==> src/tmfs_pkg.sv <==
// Shared types, widths, register indexes and reset values of the touch median filter and scaler.
package tmfs_pkg;

  // Field widths.
  localparam int RAW_W    = 13;
  localparam int PIX_W    = 12;
  localparam int WORD_W   = 16;
  localparam int PROD_W   = RAW_W + PIX_W;
  localparam int CFG_IDX_W = 3;

  // Number of samples that go into one median.
  localparam int SAMPLE_COUNT = 5;
  localparam int SAMPLE_IDX_W = $clog2(SAMPLE_COUNT);
  localparam int RANK_W       = $clog2(SAMPLE_COUNT);

  typedef logic [RAW_W-1:0] raw_t;
  typedef logic [PIX_W-1:0] pix_t;

  // Configuration register indexes.
  typedef enum logic [CFG_IDX_W-1:0] {
    REG_ACCEPT_LOW    = 3'd0,
    REG_ACCEPT_HIGH   = 3'd1,
    REG_CAL_MIN_X     = 3'd2,
    REG_CAL_MAX_X     = 3'd3,
    REG_CAL_MIN_Y     = 3'd4,
    REG_CAL_MAX_Y     = 3'd5,
    REG_SCREEN_WIDTH  = 3'd6,
    REG_SCREEN_HEIGHT = 3'd7
  } cfg_reg_e;

  // Register reset values.
  localparam raw_t ACCEPT_LOW_RST    = 13'd300;
  localparam raw_t ACCEPT_HIGH_RST   = 13'd4000;
  localparam raw_t CAL_MIN_RST       = 13'd300;
  localparam raw_t CAL_MAX_RST       = 13'd4000;
  localparam pix_t SCREEN_WIDTH_RST  = 12'd320;
  localparam pix_t SCREEN_HEIGHT_RST = 12'd240;

  // Status that one axis lane reports to the merging stage.
  typedef struct packed {
    logic busy;
    logic done;
  } lane_stat_t;

endpackage

==> src/tmfs_axis_lane.sv <==
// One axis lane: median of five, clamp to the calibration range, scale by multiply and divide.
module tmfs_axis_lane import tmfs_pkg::*; (
  input  logic       clk_i,
  input  logic       rst_ni,
  input  logic       start_i,
  input  logic       ack_i,
  input  raw_t       samples_i [SAMPLE_COUNT],
  input  raw_t       cal_min_i,
  input  raw_t       cal_max_i,
  input  pix_t       size_i,
  output lane_stat_t stat_o,
  output pix_t       result_o
);

  typedef enum logic [2:0] {
    L_IDLE,
    L_MED,
    L_MULT,
    L_DIV,
    L_DONE
  } lane_state_e;

  localparam int STEP_W = $clog2(PROD_W);
  localparam logic [RANK_W-1:0] MED_RANK = RANK_W'(SAMPLE_COUNT / 2);

  // Median by rank: ties are broken by position, so exactly one sample has the middle rank.
  function automatic raw_t median5(input raw_t v [SAMPLE_COUNT]);
    raw_t              med;
    logic [RANK_W-1:0] rank;
    med = v[0];
    for (int i = 0; i < SAMPLE_COUNT; i++) begin
      rank = '0;
      for (int j = 0; j < SAMPLE_COUNT; j++) begin
        if (j != i) begin
          if ((v[j] < v[i]) || ((v[j] == v[i]) && (j < i))) begin
            rank = rank + RANK_W'(1);
          end
        end
      end
      if (rank == MED_RANK) begin
        med = v[i];
      end
    end
    return med;
  endfunction

  lane_state_e         state_q;
  logic [STEP_W-1:0]   step_q;
  raw_t                med_q;
  logic [PROD_W-1:0]   num_q;
  raw_t                den_q;
  raw_t                rem_q;

  raw_t                median_c;
  raw_t                clamped_c;
  raw_t                diff_c;
  logic [PROD_W-1:0]   prod_c;
  logic                degenerate_c;
  logic [RAW_W:0]      shifted_c;
  logic                ge_c;
  logic [RAW_W:0]      sub_c;

  // Median selection over the five stored samples.
  assign median_c = median5(samples_i);

  // Clamp and scale product; a calibration range whose maximum is not above its minimum gives zero.
  always_comb begin
    degenerate_c = (cal_max_i <= cal_min_i);
    clamped_c    = med_q;
    if (med_q < cal_min_i) begin
      clamped_c = cal_min_i;
    end else if (med_q > cal_max_i) begin
      clamped_c = cal_max_i;
    end
    diff_c = clamped_c - cal_min_i;
    prod_c = {{PIX_W{1'b0}}, diff_c} * {{RAW_W{1'b0}}, size_i};
  end

  // One restoring division step: the quotient bits shift into the numerator register.
  always_comb begin
    shifted_c = {rem_q, num_q[PROD_W-1]};
    ge_c      = (shifted_c >= {1'b0, den_q});
    sub_c     = shifted_c - {1'b0, den_q};
  end

  // Lane sequencer with its datapath registers.
  always_ff @(posedge clk_i or negedge rst_ni) begin
    if (!rst_ni) begin
      state_q <= L_IDLE;
      step_q  <= '0;
    end else begin
      case (state_q)
        L_IDLE: begin
          if (start_i) begin
            state_q <= L_MED;
          end
        end
        L_MED: begin
          med_q   <= median_c;
          state_q <= L_MULT;
        end
        L_MULT: begin
          rem_q  <= '0;
          step_q <= STEP_W'(PROD_W - 1);
          if (degenerate_c) begin
            num_q <= '0;
            den_q <= raw_t'(1);
          end else begin
            num_q <= prod_c;
            den_q <= cal_max_i - cal_min_i;
          end
          state_q <= L_DIV;
        end
        L_DIV: begin
          num_q <= {num_q[PROD_W-2:0], ge_c};
          rem_q <= ge_c ? sub_c[RAW_W-1:0] : shifted_c[RAW_W-1:0];
          if (step_q == '0) begin
            state_q <= L_DONE;
          end else begin
            step_q <= step_q - STEP_W'(1);
          end
        end
        L_DONE: begin
          if (ack_i) begin
            state_q <= L_IDLE;
          end
        end
        default: begin
          state_q <= L_IDLE;
        end
      endcase
    end
  end

  assign stat_o.busy = (state_q != L_IDLE);
  assign stat_o.done = (state_q == L_DONE);
  assign result_o    = num_q[PIX_W-1:0];

endmodule

==> src/touch_median_filter_scaler.sv <==
// Top level of the touch median filter and scaler: sample collection, axis lanes and result merge.
// Result timing: a pair that completes a read successfully gives its result once both axis lanes
// have passed their median, multiply, divide and done states; a pair that ends a read in failure
// gives its result in the cycle after its transfer. A successful read holds the input off until
// the 25-step divider in each lane is through; other pairs go back to back while the output is free.
// Reset: configuration returns to its defaults, counters clear and the block waits for a start.
module touch_median_filter_scaler import tmfs_pkg::*; #(
  parameter int EXTRA_TRIES = 3
) (
  input  logic                 clk_i,
  input  logic                 rst_ni,
  // Configuration writes.
  input  logic                 cfg_we_i,
  input  logic [CFG_IDX_W-1:0] cfg_idx_i,
  input  logic [RAW_W-1:0]     cfg_wdata_i,
  // Sample pairs in.
  input  logic                 in_valid_i,
  output logic                 in_stall_o,
  input  logic                 start_read_i,
  input  logic [WORD_W-1:0]    x_word_i,
  input  logic [WORD_W-1:0]    y_word_i,
  // Results out.
  output logic                 out_valid_o,
  input  logic                 out_stall_i,
  output logic                 read_ok_o,
  output pix_t                 screen_x_o,
  output pix_t                 screen_y_o
);

  localparam int ATTEMPT_LIMIT = SAMPLE_COUNT + EXTRA_TRIES;
  localparam int ATT_W         = $clog2(ATTEMPT_LIMIT);
  localparam int ATT_CNT_W     = $clog2(ATTEMPT_LIMIT + 1);
  localparam int VC_W          = $clog2(SAMPLE_COUNT + 1);

  // Configuration registers.
  raw_t accept_low_q, accept_high_q;
  raw_t cal_min_x_q, cal_max_x_q, cal_min_y_q, cal_max_y_q;
  pix_t screen_width_q, screen_height_q;

  always_ff @(posedge clk_i or negedge rst_ni) begin
    if (!rst_ni) begin
      accept_low_q    <= ACCEPT_LOW_RST;
      accept_high_q   <= ACCEPT_HIGH_RST;
      cal_min_x_q     <= CAL_MIN_RST;
      cal_max_x_q     <= CAL_MAX_RST;
      cal_min_y_q     <= CAL_MIN_RST;
      cal_max_y_q     <= CAL_MAX_RST;
      screen_width_q  <= SCREEN_WIDTH_RST;
      screen_height_q <= SCREEN_HEIGHT_RST;
    end else if (cfg_we_i) begin
      case (cfg_reg_e'(cfg_idx_i))
        REG_ACCEPT_LOW:    accept_low_q    <= cfg_wdata_i;
        REG_ACCEPT_HIGH:   accept_high_q   <= cfg_wdata_i;
        REG_CAL_MIN_X:     cal_min_x_q     <= cfg_wdata_i;
        REG_CAL_MAX_X:     cal_max_x_q     <= cfg_wdata_i;
        REG_CAL_MIN_Y:     cal_min_y_q     <= cfg_wdata_i;
        REG_CAL_MAX_Y:     cal_max_y_q     <= cfg_wdata_i;
        REG_SCREEN_WIDTH:  screen_width_q  <= cfg_wdata_i[PIX_W-1:0];
        REG_SCREEN_HEIGHT: screen_height_q <= cfg_wdata_i[PIX_W-1:0];
        default: ;
      endcase
    end
  end

  // Read state and sample stores.
  raw_t               x_store_q [SAMPLE_COUNT];
  raw_t               y_store_q [SAMPLE_COUNT];
  logic [VC_W-1:0]    valid_count_q, valid_count_d;
  logic [ATT_W-1:0]   attempt_count_q, attempt_count_d;
  logic               read_done_q, read_done_d;

  // Output register.
  logic               out_valid_q;
  logic               read_ok_q;
  pix_t               screen_x_q, screen_y_q;

  lane_stat_t         x_stat, y_stat;
  pix_t               x_result, y_result;

  logic               out_free;
  logic               in_xfer;
  logic               lanes_busy;
  logic               merge;
  raw_t               raw_x, raw_y;
  logic               in_window;
  logic               active;
  logic               store_we;
  logic [VC_W-1:0]    vc_base;
  logic [ATT_CNT_W-1:0] att_next;
  logic               read_success;
  logic               read_fail;

  assign lanes_busy = x_stat.busy | y_stat.busy;
  assign out_free   = !out_valid_q || !out_stall_i;
  assign in_stall_o = lanes_busy || !out_free;
  assign in_xfer    = in_valid_i && !in_stall_o;
  assign merge      = x_stat.done && y_stat.done && out_free;

  // Evaluation of one transferred pair.
  always_comb begin
    raw_x      = x_word_i[WORD_W-1:WORD_W-RAW_W];
    raw_y      = y_word_i[WORD_W-1:WORD_W-RAW_W];
    in_window  = (raw_x >= accept_low_q) && (raw_x <= accept_high_q) &&
                 (raw_y >= accept_low_q) && (raw_y <= accept_high_q);
    active     = start_read_i || !read_done_q;
    vc_base    = start_read_i ? '0 : valid_count_q;
    att_next   = (start_read_i ? '0 : ATT_CNT_W'(attempt_count_q)) + ATT_CNT_W'(1);
    store_we   = in_xfer && active && in_window && (vc_base < VC_W'(SAMPLE_COUNT));
    valid_count_d   = vc_base + VC_W'(store_we);
    attempt_count_d = ATT_W'(att_next);
    read_success = in_xfer && active && (valid_count_d >= VC_W'(SAMPLE_COUNT));
    read_fail    = in_xfer && active && !read_success &&
                   (att_next >= ATT_CNT_W'(ATTEMPT_LIMIT));
    read_done_d  = read_success || read_fail || !active;
  end

  // Counters and read status.
  always_ff @(posedge clk_i or negedge rst_ni) begin
    if (!rst_ni) begin
      valid_count_q   <= '0;
      attempt_count_q <= '0;
      read_done_q     <= 1'b1;
    end else if (in_xfer && active) begin
      valid_count_q   <= valid_count_d;
      attempt_count_q <= attempt_count_d;
      read_done_q     <= read_done_d;
    end
  end

  // Sample stores hold no reset; only entries written in the current read are used.
  always_ff @(posedge clk_i) begin
    if (store_we) begin
      x_store_q[vc_base[SAMPLE_IDX_W-1:0]] <= raw_x;
      y_store_q[vc_base[SAMPLE_IDX_W-1:0]] <= raw_y;
    end
  end

  // Axis lanes working side by side.
  tmfs_axis_lane u_lane_x (
    .clk_i     (clk_i),
    .rst_ni    (rst_ni),
    .start_i   (read_success),
    .ack_i     (merge),
    .samples_i (x_store_q),
    .cal_min_i (cal_min_x_q),
    .cal_max_i (cal_max_x_q),
    .size_i    (screen_width_q),
    .stat_o    (x_stat),
    .result_o  (x_result)
  );

  tmfs_axis_lane u_lane_y (
    .clk_i     (clk_i),
    .rst_ni    (rst_ni),
    .start_i   (read_success),
    .ack_i     (merge),
    .samples_i (y_store_q),
    .cal_min_i (cal_min_y_q),
    .cal_max_i (cal_max_y_q),
    .size_i    (screen_height_q),
    .stat_o    (y_stat),
    .result_o  (y_result)
  );

  // Merge stage: the lanes' coordinates or a failure result enter the output register.
  always_ff @(posedge clk_i or negedge rst_ni) begin
    if (!rst_ni) begin
      out_valid_q <= 1'b0;
    end else begin
      if (merge || read_fail) begin
        out_valid_q <= 1'b1;
      end else if (out_valid_q && !out_stall_i) begin
        out_valid_q <= 1'b0;
      end
    end
  end

  always_ff @(posedge clk_i) begin
    if (merge) begin
      read_ok_q  <= 1'b1;
      screen_x_q <= x_result;
      screen_y_q <= y_result;
    end else if (read_fail) begin
      read_ok_q  <= 1'b0;
      screen_x_q <= '0;
      screen_y_q <= '0;
    end
  end

  assign out_valid_o = out_valid_q;
  assign read_ok_o   = read_ok_q;
  assign screen_x_o  = screen_x_q;
  assign screen_y_o  = screen_y_q;

  // The two lanes run in lockstep and finish together.
  a_lanes_lockstep: assert property (@(posedge clk_i) disable iff (!rst_ni)
    x_stat.done == y_stat.done)
    else $error("axis lanes out of step");

  // No pair is taken while the lanes are working.
  a_no_xfer_when_busy: assert property (@(posedge clk_i) disable iff (!rst_ni)
    in_xfer |-> !lanes_busy)
    else $error("pair transferred while lanes busy");

  // A failure result carries zero coordinates.
  a_fail_zero: assert property (@(posedge clk_i) disable iff (!rst_ni)
    (out_valid_o && !read_ok_o) |-> (screen_x_o == '0 && screen_y_o == '0))
    else $error("failure result with non-zero coordinates");

  // A completed read always starts the lanes.
  a_success_starts_lanes: assert property (@(posedge clk_i) disable iff (!rst_ni)
    read_success |=> (x_stat.busy && y_stat.busy && read_done_q))
    else $error("completed read did not start the lanes");

endmodule
==> config.mk <==
export PLATFORM = sky130hd
export DESIGN_NAME = touch_median_filter_scaler
export DESIGN_NICKNAME = d
export VERILOG_FILES = /design/src/tmfs_pkg.sv /design/src/tmfs_axis_lane.sv /design/src/touch_median_filter_scaler.sv
export SDC_FILE = /design/constraint.sdc
export NUM_CORES = 2
export LEC_CHECK = 0
export BUFFER_PORTS_ARGS = -buffer_cell sky130_fd_sc_hd__buf_4
export CAP_MARGIN = 0
export CORE_MARGIN = 2
export CORE_UTILIZATION = 40
export CTS_CLUSTER_DIAMETER = 30
export DETAILED_ROUTE_END_ITERATION = 8
export PLACE_DENSITY = 0.6
export SYNTH_ARGS = -nofsm -noshare
export SYNTH_HDL_FRONTEND = slang
export SYNTH_SLANG_ARGS = --single-unit
==> constraint.sdc <==
create_clock -name clk_i -period 25.4 [get_ports clk_i]
set_input_delay 1.27 -clock clk_i [delete_from_list [all_inputs] [get_ports clk_i]]
set_output_delay 1.27 -clock clk_i [all_outputs]
set_load 0.02 [all_outputs]
; After elaboration in Yosys (flattened, before gate mapping)
; Cells that the tools add are included.
[word_totals]
ff_bits = 409
[classes]
n_eq_ne = 51
muxes = 73
bitwise = 2
multipliers = 2
magnitude_cmp = 49
n_reduce_logical = 76
n_addsub = 34
[op_table]
columns = op, n
row1 = 13-bit < comparator, 34
row2 = 13-bit equality test, 20
row3 = 13-bit 2-to-1 mux, 15
row4 = 65-bit bitwise mux, 2
row5 = 25-bit one-hot mux with 2 select lines, 2
row6 = 3-bit 2-to-1 mux, 30
row7 = 13-bit subtractor, 6
row8 = "3-bit by 1-bit adder with 3-bit output, second input constant", 22
row9 = 13-bit less-or-equal comparator, 4
row10 = 13-bit one-hot mux with 2 select lines, 2
row11 = 13-bit by 12-bit multiplier with 25-bit output, 2
row12 = 25-bit 2-to-1 mux, 2
row13 = "3-bit by 2-bit equality test with 1-bit output, second input constant", 14
row14 = 13-bit demux with 3-bit select, 1
row15 = 12-bit 2-to-1 mux, 3
row16 = 2-bit AND reduction, 16
row17 = 3-bit one-hot mux with 5 select lines, 2
row18 = 14-bit by 13-bit greater-or-equal comparator with 1-bit output, 2
row19 = 13-bit greater-or-equal comparator, 2
row20 = 13-bit greater-than comparator, 2
row21 = 1-bit logical OR, 26
row22 = 5-bit one-hot mux with 2 select lines, 2
row23 = "3-bit equality test, second input constant", 6
row24 = 1-bit logical AND, 14
row25 = other kinds (21), 56

; Depth between registers and ports, before layout
[depth]
depth_word = 17
ltp_mapped = 42

; By module
; Synthesis repeated with hierarchy kept, for this count alone.
[hier_totals]
hier_cells = 4006
area_unflattened_um2 = 39480.4
[modules_own_cells]
columns = module, n_inst, area_per_inst_um2, cells_each
row1 = tmfs_axis_lane (u_lane_y), 1, 14536.4, 1664
row2 = tmfs_axis_lane (u_lane_x), 1, 14495.2, 1690
row3 = touch_median_filter_scaler, 1, 10448.8, 652

; Worst setup path after synthesis
; No wires, ideal clock.
[synth_path]
path_type = reg2reg
start = reg cal_max_y_q[7]
end = reg u_lane_y.num_q[24] (data pin)
arrival_time_ps = 9292
required_time_ps = 25144
setup_slack_ps = 15852
n_path_buf = 2
stages_incl_launch_ff = 41
cell_sequence = dfstp_2 inv_1 ha_1 a21o_1 a21o_1 a21o_1 a2111oi_0 o22ai_1 o31ai_1 clkbuf_1 a21oi_1 o21ai_0 ha_1 nor2b_1 o21ai_0 a21boi_0 o21a_1 o21ai_0 (+5 left out) fa_1 inv_1 fa_1 fa_1 fa_1 inv_1 fa_1 inv_1 ha_1 a21o_1 a21o_1 a21oi_1 a31oi_1 nand2_1 o21ai_0 a31oi_1 xnor2_1 a22o_1
[synth_between]
elab_chain_cells = 7
[synth_rtl]
columns = item, line_no
row1 = start: declaration, touch_median_filter_scaler.sv:37  ; raw_t cal_min_x_q, cal_max_x_q, cal_min_y_q, cal_max_y_q;
row2 = start signal: assignment, touch_median_filter_scaler.sv:57  ; REG_CAL_MAX_Y: cal_max_y_q <= cfg_wdata_i;
row3 = 13-bit greater-than comparator, tmfs_axis_lane.sv:72  ; end else if (med_q > cal_max_i) begin
row4 = 13-bit 2-to-1 mux, tmfs_axis_lane.sv:72
row5 = 13-bit 2-to-1 mux, tmfs_axis_lane.sv:70  ; if (med_q < cal_min_i) begin
row6 = 13-bit subtractor, tmfs_axis_lane.sv:75  ; diff_c = clamped_c - cal_min_i;
row7 = 13-bit by 12-bit multiplier with 25-bit output, tmfs_axis_lane.sv:76  ; prod_c = {{PIX_W{1'b0}}, diff_c} * {{RAW_W{1'b0}}, size_i};
row8 = 25-bit 2-to-1 mux *, tmfs_axis_lane.sv:105  ; if (degenerate_c) begin
row9 = 25-bit one-hot mux with 2 select lines *, tmfs_axis_lane.sv:92  ; case (state_q)
row10 = end signal: assignment, tmfs_axis_lane.sv:109  ; num_q <= prod_c;
row11 = end signal: assignment, tmfs_axis_lane.sv:115  ; num_q <= {num_q[PROD_W-2:0], ge_c};
row12 = end: declaration, tmfs_axis_lane.sv:50  ; logic [PROD_W-1:0] num_q;
; Mark *: on every way between the ends. The rest lies on a longest branch, timed or not.
; A chain may end at the register's enable or synchronous reset.

; Final worst setup path
[layout_path]
start = reg cal_min_x_q[1]
end = reg u_lane_x.num_q[23] (data pin)
[layout_between]
elab_chain_cells = 6
[layout_rtl]
columns = item, line_no
row1 = start: declaration, touch_median_filter_scaler.sv:37
row2 = start signal: assignment, touch_median_filter_scaler.sv:54  ; REG_CAL_MIN_X: cal_min_x_q <= cfg_wdata_i;
row3 = 13-bit < comparator, tmfs_axis_lane.sv:70
row4 = 13-bit 2-to-1 mux, tmfs_axis_lane.sv:70
row5 = 13-bit subtractor, tmfs_axis_lane.sv:75
row6 = 13-bit by 12-bit multiplier with 25-bit output, tmfs_axis_lane.sv:76
row7 = 25-bit 2-to-1 mux *, tmfs_axis_lane.sv:105
row8 = 25-bit one-hot mux with 2 select lines *, tmfs_axis_lane.sv:92
row9 = end signal: assignment, tmfs_axis_lane.sv:109
row10 = end signal: assignment, tmfs_axis_lane.sv:115
row11 = end: declaration, tmfs_axis_lane.sv:50
; Marked as above.

==> results.md <==
- The flow ran to the end, and the final reports show no timing, DRC or antenna violations.
- The area occupied by registers is 11,700 µm².
- The number of antenna violations at the first check in global routing is 6.
- Max-cap violations in this run came to 0.
- The number of standard-cell rows in the floorplan is 115.
- The number of search-and-repair iterations in the first detailed-routing pass is 8.
- The cell count after synthesis came out at 4,098.
- The Yosys step of the flow raised 0 warnings.
- The cell with the most instances on the worst path is sky130_fd_sc_hd__fa_1.
- The share of the Yosys chip area taken by registers is 29.6%.
- For the pin with the worst max-slew slack, the measured transition is 1.23 ns.
- The highest clock frequency the design can meet is 96.8 MHz.
- The number of synthesized register bits is 409.
- The largest net degree at the start of global routing is 77.
- The final antenna-violating net count is 0.
- The routed layout has 29,900 vias.
- The first global-routing pass estimated 165,000 µm of wire.
- The number of diodes is 0.
- The critical path launch point type is a flop.
- Summed over all layers, the global routing overflow is 0.
- The adder-cell share of the synthesized area is 30.3%.
- In this run the tightest slew margin relative to its limit is 17.7%.
- The number of global-route vias before repair is 29,900.
- In the synthesized netlist, the cells that appear most often are 595 x sky130_fd_sc_hd__ha_1, 522 x sky130_fd_sc_hd__inv_1, 417 x sky130_fd_sc_hd__nand2_1, 282 x sky130_fd_sc_hd__edfxtp_1, 226 x sky130_fd_sc_hd__fa_1.
- In the final layout, the share of cells above drive strength 1 is 10.6%.
- The mapped cell area is 39,500 µm².
- The count of unresolved DRC violations after routing is 0.
- The data arrival time of the worst path is 10.72 ns.
- The mean routed wirelength per cell is 18.4 µm.
- Using the TritonRoute via totals, the vias-per-cell ratio works out to 5.37.
- In this run the standard cell core region covers 98,100 µm².
- The number of buffer cells added on primary ports is 74.
- TritonCTS built the clock tree.
- After layout, the minimum clock period comes to 10.34 ns.
- The clock latency reported for the late side of the worst-skew pair is 0.67 ns.
- The horizontal die dimension is 318 µm.
- Clock-pin slew was measured on the worst setup and hold paths at 0.04 ns.
- Among all stages on the critical path, the largest delay is contributed by sky130_fd_sc_hd__nor2_1.
- Global routing used 20.4% of the available tracks.
- The number of pins exceeding their max-slew limit in the final report was 0.
- The largest stage delay on the critical path is 0.88 ns.
- The final worst clock skew is 0.0312 ns.
- The effective utilization at floorplan is 40.2%.
- In this run, the number of DRC markers left after iteration 0 of detailed routing was 2,075.
- For this run, the post-layout net count is 5,070.
- The final cell area excluding filler cells is 45,300 µm².
- For this design the top-level I/O count stands at 81.
- The post-synth net total is 4,973.
- Cells fill 46.1% of the core in the end.
- The multiplexer fraction of the synthesized cell area is 3.74%.
- The most common flop cell mapped by yosys is sky130_fd_sc_hd__edfxtp_1.
- The proportion of register bits with asynchronous set or reset after synthesis is 30.8%.
- In the post-synthesis netlist, the cell with the most instances is sky130_fd_sc_hd__ha_1.
- Routability-driven placement finished with a final weighted congestion of 0.891.
- The floorplan step set the die height to 318 µm.
- Setup repair after global routing left no endpoint under its margin.
- The hold violation count in the final report came to 0.
- The placed cell area is 41,600 µm².
- The worst setup path is captured at a flop.
- The number of distinct library cells after synthesis is 80.
- The total clock sinks is 409.
- The synthesized design contains 282 enable-type register cells.
- The cell at the root of the clock tree is sky130_fd_sc_hd__clkbuf_16.
- The class of the most critical setup path is reg2reg.
- After layout, the worst path uses 40.7% of the clock period.
- The synthesized netlist devotes 13.5% of its cell area to compound gates.
- Post-CTS timing repair inserted 0 buffers for setup.
- The type of the worst min-delay path is reg2reg.
- The multi-input combinational cells in the finished layout cover a total of 25,500 µm².
- For this design, the CTS-stage hold fixing added 0 buffers.
- Clock tree synthesis inserted a total of 99 buffers.
- The die covers 101,000 µm².
- Of all nets on the critical path, the largest fanout is 47.
- The CTS H-tree depth is 3.
- After Yosys synthesis, and, or, nand and nor cells account for 14.6% of the synthesized area.
- The main combinational cell family by area after synthesis is adder cells.
- For the final routed database, the setup TNS stands at 0 ns.
- Summed over all instances, the cell type with the most area after synthesis is sky130_fd_sc_hd__edfxtp_1.
- Once detailed placement completed, the half-perimeter wirelength came to 77,500 µm.
- The area added between synthesis and finish is 14.7%.
- The buffer depth of the longest clock path is 3.
- The count of endpoints failing setup in the final report is 0.
- The aggregate routed wire length is 103,000 µm.
- After synthesis, the mean cell area works out to 9.63 µm².
- The filler cell count in the final layout is 9,297.
- After Yosys synthesis, XOR and XNOR cells account for 2.09% of the synthesized area.
- The number of cells upsized or downsized after cts is 0.
- The synthesized design devotes to its leading area cell type 21.5% of total area.
- The required time reported for the critical path endpoint is 25.78 ns.
- By area the synthesized netlist is led by sky130_fd_sc_hd__edfxtp_1 21%, sky130_fd_sc_hd__ha_1 19%, sky130_fd_sc_hd__fa_1 11%.
==> layout make-up <==
cell class                 instances  share of cell area [%]
multi-input combinational       3040                    56.3
sequential                       409                    25.8
clock buffer                     112                    5.72
inverter                         522                    4.33
tap                             1287                    3.56
clock inverter                    76                    2.24
timing repair buffer             123                    2.05
==> stage by stage <==
stage	setup WS (ns)	std cells	hold WS, ns
6_report	15.06	5569	0.470
5_1_grt	14.42	5569	0.489
4_1_cts	15.09	5569	0.471
3_5_place_dp	15.09	5381	0.457
3_3_place_gp	15.17	5381	0.439
2_1_floorplan	15.85	4098	0.442
==> final timing paths <==
| check | cells after the start | from | to | slack [ns] |
|---|---|---|---|---|
| worst max-delay path | 35 | cal_min_x_q[1] | u_lane_x.num_q[23] | 15.06 |
| worst min-delay path | 1 | read_ok_o | read_ok_o | 0.47 |
| worst max register to register | 35 | cal_min_x_q[1] | u_lane_x.num_q[23] | 15.06 |
| worst min register to register | 1 | read_ok_o | read_ok_o | 0.47 |
| max in group asynchronous | 2 | rst_ni | accept_low_q[1] | 23.32 |
| min in group asynchronous | 1 | rst_ni | screen_height_q[10] | 0.58 |
==> placed cells by master, fill, tap and decap left out, drive strengths merged, types with 27 or more instances in the layout <==
master / count
nor2b: 89
o21ai: 212
a21o: 78
o211ai: 27
nand2: 417
a211oi: 45
a21oi: 184
and2: 146
o21a: 51
dfrtp: 89
fa: 226
a31oi: 40
inv: 537
ha: 595
o31ai: 43
xnor2: 54
clkbuf: 112
nand3: 70
nor3: 51
nand2b: 46
buf: 123
edfxtp: 282
mux2: 60
nand4: 53
dfstp: 37
xor2: 40
clkinv: 34
nor2: 193
mux2i: 73
==> registers in the layout, indices dropped and copies added, names as in the netlist, 25 cells and up <==
signal          cells
x_store_q          65
y_store_q          65
u_lane_x.num_q     25
u_lane_y.num_q     25
==> logic make-up after synthesis <==
group	after synthesis
multiplexers	136
XOR/XNOR	94
AO/OA/AOI/OAI	822
buffers and inverters	649
adder cells (fa/ha/maj)	821
AND/OR/NAND/NOR	1167
flip-flops	409
==> worst max-delay path, delay by kind of cell, from the launching register on <==
kind	cells	cell delay, ns
compound gates	17	3.90
xor+xnor	1	0.18
fa+ha+maj	8	3.29
buf+inv	5	0.72
flops	1	0.40
simple gates	4	1.53
==> per-layer routing <==
layer	GRT usage (%)	part of all wire [%]
met5	0	0.055
met4	5.88	2.7
met3	3.19	5.2
met2	32.4	45
met1	28.7	48
Power is left out: the tool's default activity adds up to more than one toggle a clock period on the data nets, which glitch-free logic cannot reach.
